[config.mk]
export PLATFORM = sky130hd
export DESIGN_NAME = tvf_div_pipe
export DESIGN_NICKNAME = d
export VERILOG_FILES = /design/src/rtl/assert_macros.svh /design/src/rtl/tvf_pkg.sv /design/src/rtl/tvf_div_pipe.sv
export SDC_FILE = /design/constraint.sdc
export NUM_CORES = 1
export LEC_CHECK = 0
export BUFFER_PORTS_ARGS = -buffer_cell sky130_fd_sc_hd__buf_2
export CORE_UTILIZATION = 60
export CTS_BUF_LIST = sky130_fd_sc_hd__clkbuf_8
export CTS_CLUSTER_DIAMETER = 30
export DETAILED_ROUTE_END_ITERATION = 10
export PLACE_DENSITY = 0.87
export RECOVER_POWER = 50
export SLEW_MARGIN = 20
export SYNTH_ARGS = -nofsm -noshare
export SYNTH_HDL_FRONTEND = slang
export SYNTH_SLANG_ARGS = --single-unit
[constraint.sdc]
create_clock -name clk -period 2.75 [get_ports clk]
set_input_delay 0.55 -clock clk [delete_from_list [all_inputs] [get_ports clk]]
set_output_delay 0.55 -clock clk [all_outputs]
set_load 0.005 [all_outputs]
[src/rtl/assert_macros.svh]
// Assertion macros used by the top-level RTL file of the voxel fusion block.
// Uses the clk and arst_n names of the module that includes it.
`ifndef ASSERT_MACROS_SVH
`define ASSERT_MACROS_SVH
`ifndef SYNTHESIS
`define TVF_ASSERT(lbl, prop, msg) \
	lbl: assert property (@(posedge clk) disable iff (!arst_n) prop) else $error(msg);
`define TVF_NEVER(lbl, cond, msg) \
	lbl: assert property (@(posedge clk) disable iff (!arst_n) !(cond)) else $error(msg);
`else
`define TVF_ASSERT(lbl, prop, msg)
`define TVF_NEVER(lbl, cond, msg)
`endif
`endif

[src/rtl/tvf_pkg.sv]
// Types and constants of the voxel fusion block.
// No dependencies; imported by every module of the block.
package tvf_pkg;

	localparam int IDX_W    = 18;
	localparam int IDX_SPAN = 2 ** IDX_W;
	localparam int TRUNC_W  = 10;
	localparam int SDF_W    = 18;
	localparam int Q1_W     = 15;
	localparam int N1_W     = TRUNC_W + Q1_W;
	localparam int D1_W     = TRUNC_W + 1;
	localparam int Q2_W     = 15;

	localparam logic signed [15:0] ONE_Q14 = 16'sd16384;

	localparam logic [1:0] OP_FUSE  = 2'd0;
	localparam logic [1:0] OP_READ  = 2'd1;
	localparam logic [1:0] OP_CLEAR = 2'd2;

	localparam logic [2:0] ST_FUSED   = 3'd0;
	localparam logic [2:0] ST_BEHIND  = 3'd1;
	localparam logic [2:0] ST_RANGE   = 3'd2;
	localparam logic [2:0] ST_TRUNC   = 3'd3;
	localparam logic [2:0] ST_READ    = 3'd4;
	localparam logic [2:0] ST_CLEARED = 3'd5;

	localparam logic [1:0] CFG_TRUNC = 2'd0;
	localparam logic [1:0] CFG_MAXW  = 2'd1;
	localparam logic [1:0] CFG_MIND  = 2'd2;
	localparam logic [1:0] CFG_MAXD  = 2'd3;

	typedef struct packed {
		logic [1:0]        operation;
		logic [IDX_W-1:0]  voxel_index;
		logic signed [15:0] voxel_cam_z_mm;
		logic [15:0]       measured_depth_mm;
	} req_t;

	typedef struct packed {
		logic [2:0]         status;
		logic signed [15:0] tsdf_value;
		logic [7:0]         weight_value;
		logic               sample_clamped;
	} rsp_t;

endpackage

[src/rtl/tvf_div_pipe.sv]
// Pipelined restoring divider, one quotient bit per stage, with sideband.
// Requires num >> QW < den; exposes every stage for hazard checks.
module tvf_div_pipe import tvf_pkg::*; #(
	parameter int NW = 25,
	parameter int DW = 11,
	parameter int QW = 14,
	parameter int SW = 8
) (
	input  logic                   clk,
	input  logic                   arst_n,
	input  logic                   en,
	input  logic                   in_vld,
	input  logic [NW-1:0]          num,
	input  logic [DW-1:0]          den,
	input  logic [SW-1:0]          side,
	output logic                   out_vld,
	output logic [QW-1:0]          quo,
	output logic [SW-1:0]          out_side,
	output logic [QW-1:0]          stage_vld,
	output logic [QW-1:0][SW-1:0]  stage_side
);

	logic [QW-1:0]       vld_s;
	logic [DW+QW-1:0]    acc_s [QW];
	logic [DW-1:0]       den_s [QW];
	logic [SW-1:0]       side_s [QW];
	logic [DW+QW-1:0]    acc_src [QW];
	logic [DW-1:0]       den_src [QW];
	logic [SW-1:0]       side_src [QW];
	logic [DW+QW-1:0]    acc_nxt [QW];

	assign acc_src[0]  = {DW'(num[NW-1:QW]), num[QW-1:0]};
	assign den_src[0]  = den;
	assign side_src[0] = side;

	for (genvar k = 1; k < QW; k++) begin : g_src
		assign acc_src[k]  = acc_s[k-1];
		assign den_src[k]  = den_s[k-1];
		assign side_src[k] = side_s[k-1];
	end

	always_comb begin
		logic [DW:0] t;
		logic [DW:0] td;
		logic        ge;
		for (int k = 0; k < QW; k++) begin
			t  = acc_src[k][DW+QW-1:QW-1];
			td = t - {1'b0, den_src[k]};
			ge = (t >= {1'b0, den_src[k]});
			acc_nxt[k] = {(ge ? td[DW-1:0] : t[DW-1:0]), acc_src[k][QW-2:0], ge};
		end
	end

	always_ff @(posedge clk or negedge arst_n) begin
		if (!arst_n) begin
			vld_s <= '0;
		end else if (en) begin
			vld_s <= {vld_s[QW-2:0], in_vld};
		end
	end

	always_ff @(posedge clk) begin
		if (en) begin
			for (int k = 0; k < QW; k++) begin
				acc_s[k]  <= acc_nxt[k];
				den_s[k]  <= den_src[k];
				side_s[k] <= side_src[k];
			end
		end
	end

	for (genvar k = 0; k < QW; k++) begin : g_tap
		assign stage_side[k] = side_s[k];
	end

	assign stage_vld = vld_s;
	assign out_vld   = vld_s[QW-1];
	assign quo       = acc_s[QW-1][QW-1:0];
	assign out_side  = side_s[QW-1];

endmodule

Word-level counts from Yosys, hierarchy flattened. Memory sizes are Yosys's and may differ from the RTL's. Cells that the tools add are included.

Register bits: 14. Latch bits: 0. Memory bits (writable): 616. ROM bits: 0. Input bits: 48. Output and inout port bits: 149. Logic and storage cells: 48. Memories kept: 3.

Memories: acc_s (depth 14, bits a word 25, read ports 14, clocked after Yosys merged registers in 0, wr ports 14, RTL line tvf_div_pipe.sv:24) `logic [DW+QW-1:0] acc_s [QW];`; den_s (depth 14, bits a word 11, read ports 13, clocked after Yosys merged registers in 0, wr ports 14, RTL line tvf_div_pipe.sv:25) `logic [DW-1:0] den_s [QW];`; side_s (depth 14, bits a word 8, read ports 14, clocked after Yosys merged registers in 0, wr ports 14, RTL line tvf_div_pipe.sv:26) `logic [SW-1:0] side_s [QW];`.

Add/sub/neg operators: 14. Multipliers: 0. Div/mod/pow operators: 0. Order comparisons: 14. Equal/unequal tests: 0. Shifts and indexed selects: 0. Multiplexer cells: 16. Bitwise gates (word level): 0. Reduce and logical (&&, ||, !) cells: 0.

Operator list (number): $ge A12 B11 Y1 (14); $mux W11 (14); $sub A11 B11 Y11 (14); $mux W1 (2).

Depth between registers and ports, before layout. Gate-level depths: netlist of the first run.

Depth after elaboration: 2. Mapped depth: 10. Depth with buffers taken out: 9.

Worst setup path before layout of the first run. Ideal clock, no wire load.

Path type: input-to-reg. Start: in num[13]. End: mem acc_s[0][17] in the netlist's numbering, data pin. Library setup time: 0.260 ns. Arrival: 2.374 ns. Required time: 2.490 ns. Setup slack: 0.116 ns. Stages: 10. Buffers on the path: 1. Cell sequence: inv_1 > ha_1 > fa_1 > nor2b_4 > o21ai_4 > a31oi_1 > o2111ai_1 > o211ai_1 > buf_6 > mux2_2.

RTL lines: start: declaration (RTL line tvf_div_pipe.sv:13) `input logic [NW-1:0] num,`; end: declaration (RTL line tvf_div_pipe.sv:24).

==> impl_metrics.env, run 1 <==
export IMPL_die_x_um=218
export IMPL_yosysSeqAreaShare=0.651
export IMPL_first_pass_iters=6
export IMPL_cts_num_sinks=608
export IMPL_worst_slew_pin_slew_ns=1.31
export IMPL_hold_path_depth=1
export IMPL_power_density_mw_per_mm2=1040
export IMPL_worst_path_max_fanout=12
export IMPL_postRouteWirelength_mm=54.9
export IMPL_gp_congestion=0.875
export IMPL_yosysUniqueCellTypes=61
export IMPL_status="completed"
export IMPL_ys_async_sr_fraction=0.0230
export IMPL_synth_common_cells="edfxtp_1 (594), inv_1 (202), ha_1 (154)"
export IMPL_dieArea_mm2=0.0474
export IMPL_leakage_nw=13.2
export IMPL_crit_family="adder cells"
export IMPL_cp_arrival_ns=3.09
export IMPL_hold_viol_final=0
export IMPL_ant_nets=0
export IMPL_crit_buf_inv=1
export IMPL_ctsLongestPathBuffers=3
export IMPL_grt_pass1_vias=17453
export IMPL_grt_pass1_wl_mm=87.6
export IMPL_synth_area_per_cell_um2=14.4
export IMPL_maxSlewHeadroom=0.125
export IMPL_num_nets_final=2502
export IMPL_crit_path_start_kind="flop"
export IMPL_overflow=0
export IMPL_hold_path_end="den_s[0][0]"
export IMPL_crit_start="den_s[1][11]"
export IMPL_rows=78
export IMPL_finClkSkew_ns=0.0271
export IMPL_r2r_end="acc_s[1][66]"
export IMPL_drc=0
export IMPL_place_inst=2740
export IMPL_rsz0062_at_grt="yes"
export IMPL_dpl_hpwl_mm=36.4
export IMPL_reg2reg_slack_ns=0.10
export IMPL_synth_area_mm2=0.0279
export IMPL_vias_per_cell=5.70
export IMPL_port_buffers=196
export IMPL_antenna_found_initial=1
export IMPL_peakVddDrop_mv=0.757
export IMPL_syn_instance_count=1938
export IMPL_drive_gt1_frac=0.237
export IMPL_ys_ff_latch=608
export IMPL_drv_cap=0
export IMPL_crit_chain="ha_1, fa_1, nor2b_2, o21ai_2, a31oi_2, o2111ai_1, o211ai_1, buf_12, mux2_2"
export IMPL_max_stage_delay_ns=0.42
export IMPL_synthTopCellsByArea="edfxtp_1 (64%), ha_1 (6.9%), mux2_2 (4.3%)"
export IMPL_cp_data_required_time_ns=3.19
export IMPL_synth_ff_type="edfxtp_1"
export IMPL_min_path_type="input port to flop"
export IMPL_crit_path_end_kind="flop"
export IMPL_drt_iter0_drc=1309
export IMPL_synth_area_leader_cell="edfxtp_1"
export IMPL_start_util=0.612
export IMPL_instances_no_fill=2991
export IMPL_design_power_total_mw=34.1
export IMPL_placeableCoreArea_mm2=0.0457
export IMPL_synth_edf_count=594
export IMPL_routedWlPerCell_um=18.4
export IMPL_finalSetupViolCount=0
export IMPL_cts_buffers=119
export IMPL_ctsHtreeMaxLevel=3
export IMPL_clk_pin_slew_ns=0.06
export IMPL_synth_nets=2153
export IMPL_period_needed_ns=2.65
export IMPL_fin_crit_sh=0.963
export IMPL_track_usage=0.234
export IMPL_yosysMostFrequentCell="edfxtp_1"
export IMPL_clkLatencyLatePin_ns=0.70
export IMPL_io_pins=197
export IMPL_r2r_cells=9
export IMPL_reg2reg_from="den_s[1][11]"
export IMPL_grt_max_degree=90
export IMPL_slew_violations=0
export IMPL_synthDominantCellAreaShare=0.638
export IMPL_area_growth_pct=17.4
export IMPL_crit_type="flop to flop"
export IMPL_via_count=17039
export IMPL_fmax_ghz=0.377
export IMPL_die_h_um=218
export IMPL_slowest_stage="edfxtp_1"
export IMPL_hp_start="den[0]"
export IMPL_fillCellCount=2784
export IMPL_ys_warn_count=0
export IMPL_root_buffer="clkbuf_8"
export IMPL_cts_tree="yes"
==> routing by layer <==
| layer | GRT usage | vias to the layer above | part of all wire |
|---|---|---|---|
| met5 | 0 | - | 0 |
| met4 | 0.103 | 0 | 0.028 |
| met3 | 0.0480 | 114 | 0.061 |
| met2 | 0.404 | 637 | 0.51 |
| met1 | 0.285 | 8249 | 0.40 |
| li1 | - | 8039 | - |
==> worst register-to-register path, delay by kind of cell (launching register included) <==
kind	cells	cell delay (ns)
adders and majority gates	2	0.67
AOI/OAI and AO/OA	4	0.59
DFF	1	0.42
muxes	1	0.35
buffers and inverters	1	0.19
and+or+nand+nor	1	0.16
==> cells by family (layout without fill, tap and decap cells) <==
logic type,count (synthesis),in the layout,share of synthesized area
mux,148,148,0.0603
other cells,0,1,0
simple gates,353,353,0.0669
fa+ha+maj,167,167,0.0783
xor+xnor,59,59,0.0185
compound gates,360,361,0.0861
buf+inv,243,694,0.0390
flops,608,608,0.651
==> worst max-delay path by stage <==
stage | endpoint | cells after the start
global route | acc_s[0][168] | 9
finish | acc_s[1][66] | 9
detailed placement | acc_s[0][20] | 11
global placement | acc_s[0][20] | 11
CTS | acc_s[0][116] | 8
floorplan | acc_s[0][17] | 10
==> registers in the layout, indices dropped and copies added (netlist names) <==
name and count:
acc_s 339, den_s 143, side_s 112, stage_vld 14
==> metrics by stage <==
step / hold slack (ns) / instance area [um2] / setup slack, ns / util / setup TNS (ns)
after floorplan: 0.254 / 27900 / 0.116 / - / 0
after global placement: 0.400 / 29900 / -0.0361 / 0.655 / -0.223
after detailed placement: 0.405 / 29900 / -0.135 / 0.655 / -1.16
after CTS: 0.00175 / 32800 / 0.0392 / 0.718 / 0
after global routing: 0.0553 / 32800 / -0.0208 / 0.718 / -0.0355
final: 0.0824 / 32800 / 0.100 / 0.718 / 0
==> timing repair <==
| item | CTS | global route |
|---|---|---|
| hold buffers | 22 | 0 |
| endpoints found under the setup margin | 13 | 101 |
| cloned | 0 | 1 |
| resized for setup | 0 | 21 |
| hold endpoints to repair | 35 | 0 |
| pin swaps | 0 | 8 |
| buffers inserted | 2 | 1 |
==> cell usage in the layout (no fill, tap or decap), types with 35 or more instances in the layout <==
master,count
ha_1,154
nand2_1,63
mux2_2,105
nand2b_1,35
clkbuf_8,124
buf_2,180
o21ai_0,63
nor2_1,96
xnor2_1,56
inv_1,223
a21oi_1,99
edfxtp_1,594
==> area by class of cell <==
class | count | area (um2) | share of cell area
Tap cell | 600 | 751 | 0.0229
Inverter | 202 | 758 | 0.0231
Timing Repair Buffer | 268 | 1680 | 0.0512
Clock inverter | 100 | 930 | 0.0283
Clock buffer | 124 | 1710 | 0.0520
Antenna cell | 1 | 2.50 | 0.0000763
Sequential cell | 608 | 18200 | 0.555
Multi-Input combinational cell | 1088 | 8780 | 0.268
==> report_power, final <==
| part | internal, mW | switching [mW] |
|---|---|---|
| sequential | 12.4 | 0.894 |
| combinational | 5.36 | 5.62 |
| clock | 5.70 | 4.04 |
Note: power is estimated with default switching activity, not from simulation.
==> inputs of run 2 (changes only) <==
--- a/config.mk
+++ b/config.mk
@@ -11,7 +11,7 @@
 export CTS_CLUSTER_DIAMETER = 30
 export DETAILED_ROUTE_END_ITERATION = 10
 export PLACE_DENSITY = 0.87
-export RECOVER_POWER = 50
+export RECOVER_POWER = 100
 export SLEW_MARGIN = 20
 export SYNTH_ARGS = -nofsm -noshare
 export SYNTH_HDL_FRONTEND = slang
==> impl_metrics.env, run 2 (same netlist as run 1, synthesis figures left out) <==
export IMPL_ctsHtreeMaxLevel=3
export IMPL_final_util=0.712
export IMPL_dpl_hpwl_mm=36.4
export IMPL_fin_crit_sh=0.962
export IMPL_grt_pass1_wl_mm=87.6
export IMPL_num_nets_final=2502
export IMPL_crit_path_start_kind="flop"
export IMPL_top_register="acc_s"
export IMPL_reg_largest_list="acc_s x339, den_s x143, side_s x112"
export IMPL_overflow=0
export IMPL_port_buffers=196
export IMPL_crit_path_end_kind="flop"
export IMPL_crit_type="flop to flop"
export IMPL_ctsLongestPathBuffers=3
export IMPL_hp_start="den[0]"
export IMPL_largest_register_ffs=339
export IMPL_hold_viol_final=0
export IMPL_finalSetupViolCount=0
export IMPL_crit_chain="ha_1, fa_1, nor2b_2, o21ai_2, a31oi_2, o2111ai_1, o211ai_1, buf_12, mux2_2"
export IMPL_crit_family="adder cells"
export IMPL_cp_arrival_ns=3.08
export IMPL_p_sw_mw=10.5
export IMPL_cts_num_sinks=608
export IMPL_cts_tree="yes"
export IMPL_start_util=0.612
export IMPL_die_h_um=218
export IMPL_intPower_mw=23.4
export IMPL_seqPwrFrac=0.393
export IMPL_first_pass_iters=5
export IMPL_ant_nets=0
export IMPL_die_x_um=218
export IMPL_whs_ns=0.0848
export IMPL_layout_commonest_cell="edfxtp_1"
export IMPL_io_pins=197
export IMPL_crit_buf_inv=1
export IMPL_status="completed"
export IMPL_placeableCoreArea_mm2=0.0457
export IMPL_slew_violations=0
export IMPL_peakVddDrop_mv=0.751
export IMPL_switching_share=0.310
export IMPL_drive_gt1_frac=0.189
export IMPL_timing_setup_tns_ns=0
export IMPL_max_stage_delay_ns=0.42
export IMPL_cts_buffers=119
export IMPL_reg2reg_from="den_s[1][11]"
export IMPL_final_cell_mix="edfxtp_1 (594), inv_1 (223), ha_1 (154)"
export IMPL_maxSlewHeadroom=0.119
export IMPL_grt_pass1_vias=17453
export IMPL_drc=0
export IMPL_clock_power_share=0.286
export IMPL_routedWlPerCell_um=18.4
export IMPL_pwr_share_comb=0.321
export IMPL_drt_iter0_drc=1257
export IMPL_rows=78
export IMPL_leakage_nw=12.9
export IMPL_postRouteWirelength_mm=54.9
export IMPL_fmax_ghz=0.378
export IMPL_area_growth_pct=16.4
export IMPL_root_buffer="clkbuf_8"
export IMPL_cp_data_required_time_ns=3.18
export IMPL_clk_pin_slew_ns=0.06
export IMPL_crit_start="den_s[1][11]"
export IMPL_track_usage=0.234
export IMPL_worst_slew_pin_slew_ns=1.32
export IMPL_power_density_mw_per_mm2=1050
export IMPL_drv_cap=0
export IMPL_reg2reg_slack_ns=0.10
export IMPL_worst_path_max_fanout=12
export IMPL_antenna_found_initial=1
export IMPL_vias_per_cell=5.70
export IMPL_design_power_total_mw=34.0
export IMPL_gp_congestion=0.875
export IMPL_rsz0062_at_grt="yes"
export IMPL_dieArea_mm2=0.0474
export IMPL_period_needed_ns=2.65
export IMPL_grt_max_degree=90
export IMPL_clkLatencyLatePin_ns=0.70
export IMPL_slowest_stage="fa_1"
export IMPL_via_count=17062
export IMPL_finClkSkew_ns=0.0251
export IMPL_min_path_type="input port to flop"
[run 2: cell types whose count changed in the layout (fill, tap and decap cells not counted)]
cell      delta
clkbuf_2     +3
clkbuf_4     +6
a31oi_2      -3
o21ai_4      -1
buf_2      -103
buf_4        -9
clkbuf_1   +109
buf_12       -6
nor2b_1      +1
a31oi_1      +3
nor2b_4      -1
o21ai_0      +1
[run 2: power groups by stage]
stage / Clock [mW] / Combinational (mW) / Sequential (mW)
detailed placement: 0 / 10.5 / 13.5
finish: 9.73 / 10.9 / 13.4
global route: 10.3 / 12.0 / 13.5
floorplan: 0 / 8.19 / 13.1
global placement: 0 / 9.97 / 13.4
CTS: 9.88 / 10.8 / 13.3
[run 2: metal layers]
layer / vias up / part of all wire / track usage
met5: - / 0 / 0
met3: 112 / 0.062 / 0.0480
met2: 632 / 0.51 / 0.404
met1: 8272 / 0.40 / 0.285
li1: 8046 / - / -
met4: 0 / 0.028 / 0.103
[run 2: area by class of cell]
cell class | instances | area, um2
Sequential cell | 608 | 18200
Clock inverter | 100 | 930
Clock buffer | 124 | 1710
Antenna cell | 1 | 2.50
Inverter | 202 | 758
Timing Repair Buffer | 268 | 1450
Fill cell | 2873 | 13100
Tap cell | 600 | 751
Multi-Input combinational cell | 1088 | 8740
[run 2: worst register-to-register path, stage by stage, from the launching register on]
cell       delay [ns]
edfxtp_1         0.41
ha_1             0.25
fa_1             0.42
nor2b_2          0.16
o21ai_2          0.09
a31oi_2          0.21
o2111ai_1        0.13
o211ai_1         0.16
buf_12           0.19
mux2_2           0.35
[run 2: what timing repair did]
action	in CTS	in global routing
hold buffers	22	0
setup buffers	2	1
endpoints found under the hold margin	35	0
pin swaps	0	8
endpoints found under the setup margin	13	101
gates resized for setup	0	21
gates cloned	0	1
[run 2: final timing paths]
| path | depth (start not counted) | endpoint |
|---|---|---|
| max | 9 | acc_s[1][66] |
| min reg2reg | 0 | acc_s[0][111] |
| max reg2reg | 9 | acc_s[1][66] |
| max in group asynchronous | 2 | stage_vld[10] |
| min | 1 | den_s[0][0] |
| min in group asynchronous | 2 | stage_vld[2] |
[run 2: per-stage QoR]
stage | setup slack (ns) | cells | instance area [um2]
final | 0.105 | 2991 | 32500
after global routing | -0.0190 | 2991 | 32500
after CTS | 0.0392 | 2988 | 32800
after detailed placement | -0.135 | 2740 | 29900
after global placement | -0.0361 | 2740 | 29900
after floorplan | 0.116 | 1938 | 27900
==> inputs of run 3 (changes only) <==
--- a/config.mk
+++ b/config.mk
@@ -6,6 +6,7 @@
 export NUM_CORES = 1
 export LEC_CHECK = 0
 export BUFFER_PORTS_ARGS = -buffer_cell sky130_fd_sc_hd__buf_2
+export CORE_ASPECT_RATIO = 1.4
 export CORE_UTILIZATION = 60
 export CTS_BUF_LIST = sky130_fd_sc_hd__clkbuf_8
 export CTS_CLUSTER_DIAMETER = 30
==> impl_metrics.env, run 3 (same netlist as run 1, synthesis figures left out) <==
export IMPL_overflow=0
export IMPL_intPower_mw=22.2
export IMPL_cp_arrival_ns=3.08
export IMPL_crit_path_end="acc_s[0][167]"
export IMPL_ctsHtreeMaxLevel=3
export IMPL_clock_power_share=0.247
export IMPL_drive_gt1_frac=0.178
export IMPL_drt_iter0_drc=924
export IMPL_period_needed_ns=2.68
export IMPL_clk_pin_slew_ns=0.07
export IMPL_root_buffer="clkbuf_8"
export IMPL_postRouteWirelength_mm=52.4
export IMPL_status="completed"
export IMPL_gp_congestion=0.907
export IMPL_grt_pass1_wl_mm=83.5
export IMPL_layout_commonest_cell="edfxtp_1"
export IMPL_cp_data_required_time_ns=3.15
export IMPL_die_h_um=257
export IMPL_top_register="acc_s"
export IMPL_grt_max_degree=89
export IMPL_pwr_share_comb=0.344
export IMPL_finClkSkew_ns=0.0350
export IMPL_ant_nets=0
export IMPL_place_inst=2759
export IMPL_cts_tree="yes"
export IMPL_setup_ws_ns=0.0732
export IMPL_min_path_type="input port to flop"
export IMPL_drv_cap=0
export IMPL_crit_path_start_kind="flop"
export IMPL_cts_buffers=99
export IMPL_drc=0
export IMPL_reg2reg_from="den_s[0][55]"
export IMPL_r2r_end="acc_s[0][167]"
export IMPL_port_buffers=196
export IMPL_place_area_mm2=0.0300
export IMPL_fmax_ghz=0.374
export IMPL_fin_crit_sh=0.973
export IMPL_seqPwrFrac=0.409
export IMPL_first_pass_iters=5
export IMPL_maxSlewHeadroom=0.203
export IMPL_peakVddDrop_mv=0.506
export IMPL_power_density_mw_per_mm2=1010
export IMPL_finalSetupViolCount=0
export IMPL_dp_slack_ns=-0.139
export IMPL_clkLatencyLatePin_ns=0.68
export IMPL_placeableCoreArea_mm2=0.0460
export IMPL_final_util=0.695
export IMPL_rows=93
export IMPL_switching_share=0.313
export IMPL_leakage_nw=12.6
export IMPL_crit_type="flop to flop"
export IMPL_crit_path_end_kind="flop"
export IMPL_dpl_hpwl_mm=36.7
export IMPL_die_x_um=184
export IMPL_reg2reg_slack_ns=0.07
export IMPL_stdcell_area_mm2=0.0319
export IMPL_worst_path_max_fanout=12
export IMPL_num_nets_final=2473
export IMPL_p_sw_mw=10.1
export IMPL_track_usage=0.224
export IMPL_io_pins=197
export IMPL_via_count=16723
export IMPL_ctsLongestPathBuffers=3
export IMPL_largest_register_ffs=339
export IMPL_design_power_total_mw=32.4
export IMPL_start_util=0.608
export IMPL_area_growth_pct=14.2
export IMPL_vias_per_cell=5.65
export IMPL_dieArea_mm2=0.0475
export IMPL_crit_start="den_s[0][55]"
export IMPL_r2r_cells=9
export IMPL_cts_num_sinks=608
export IMPL_instances_no_fill=2959
export IMPL_worst_slew_pin_slew_ns=1.20
export IMPL_slew_violations=0
export IMPL_antenna_found_initial=1
export IMPL_hold_viol_final=0
export IMPL_reg_largest_list="acc_s x339, den_s x143, side_s x112"
export IMPL_routedWlPerCell_um=17.7
export IMPL_grt_pass1_vias=17534
export IMPL_final_cell_mix="edfxtp_1 (594), inv_1 (229), ha_1 (153)"
-- run 3: cell count changes in the layout (fill, tap and decap cells not counted), sizes merged, moves of 5 or more --
cell and change:
clkinv -10, dlygate4sd3 -15, clkinvlp -9, clkbuf -13, inv +5, bufinv -6
-- run 3: cell type report --
class / instances / area (um2)
antenna: 1 / 2.50
tap: 617 / 772
fill: 3039 / 14000
timing repair buffer: 259 / 1340
multi-input combinational: 1088 / 8800
clock buffer: 104 / 1430
sequential: 608 / 18200
clock inverter: 80 / 632
inverter: 202 / 758
-- run 3: critical path: stages, from the launching register on --
cell and delay, ns:
edfxtp_1 0.40, ha_1 0.24, fa_1 0.45, nor2b_2 0.15, o21ai_2 0.09, a31oi_2 0.23
o2111ai_1 0.13, o211ai_1 0.18, buf_12 0.19, mux2_2 0.34
-- run 3: how the worst min path moves through the flow --
| stage | endpoint | slack (ns) | start | cells past startpoint |
|---|---|---|---|---|
| 2_1_floorplan | stage_vld[0] | 0.25 | arst_n | 0 |
| 3_3_place_gp | acc_s[0][134] | 0.40 | acc_s[0][108] | 0 |
| 3_5_place_dp | acc_s[0][157] | 0.40 | acc_s[0][131] | 0 |
| 4_1_cts | acc_s[0][5] | 0.00001 | num[4] | 1 |
| 5_1_grt | acc_s[0][5] | 0.007 | num[4] | 1 |
| 6_report | side_s[0][5] | 0.05 | side[5] | 1 |
-- run 3: layer usage --
metal  up-vias  wire (um)  global-route usage
met2       468      29700               0.432
li1       7945          -                   -
met5         -          0                   0
met1      8147      18100               0.215
met3       163       2240              0.0444
met4         0       2480               0.126
-- run 3: stage by stage --
stage | hold slack (ns) | TNS [ns]
2_1_floorplan | 0.254 | 0
3_3_place_gp | 0.400 | -0.491
3_5_place_dp | 0.405 | -1.49
4_1_cts | 0.0000105 | 0
5_1_grt | 0.00655 | -0.127
6_report | 0.0522 | 0
-- run 3: power by group through the flow --
stage | Clock, mW | Combinational, mW | Sequential [mW]
after floorplan | 0 | 8.19 | 13.1
after global placement | 0 | 10.2 | 13.3
after detailed placement | 0 | 10.8 | 13.4
after CTS | 8.16 | 11.0 | 13.2
after global routing | 8.55 | 12.1 | 13.4
final | 7.99 | 11.1 | 13.2
-- run 3: repair_timing --
action	4_1_cts	5_1_grt
pin swaps	1	7
setup buffers	0	7
setup endpoints to repair	23	68
cloned	1	0
endpoints found under the hold margin	20	0
gates resized for setup	7	22
hold buffers	7	0
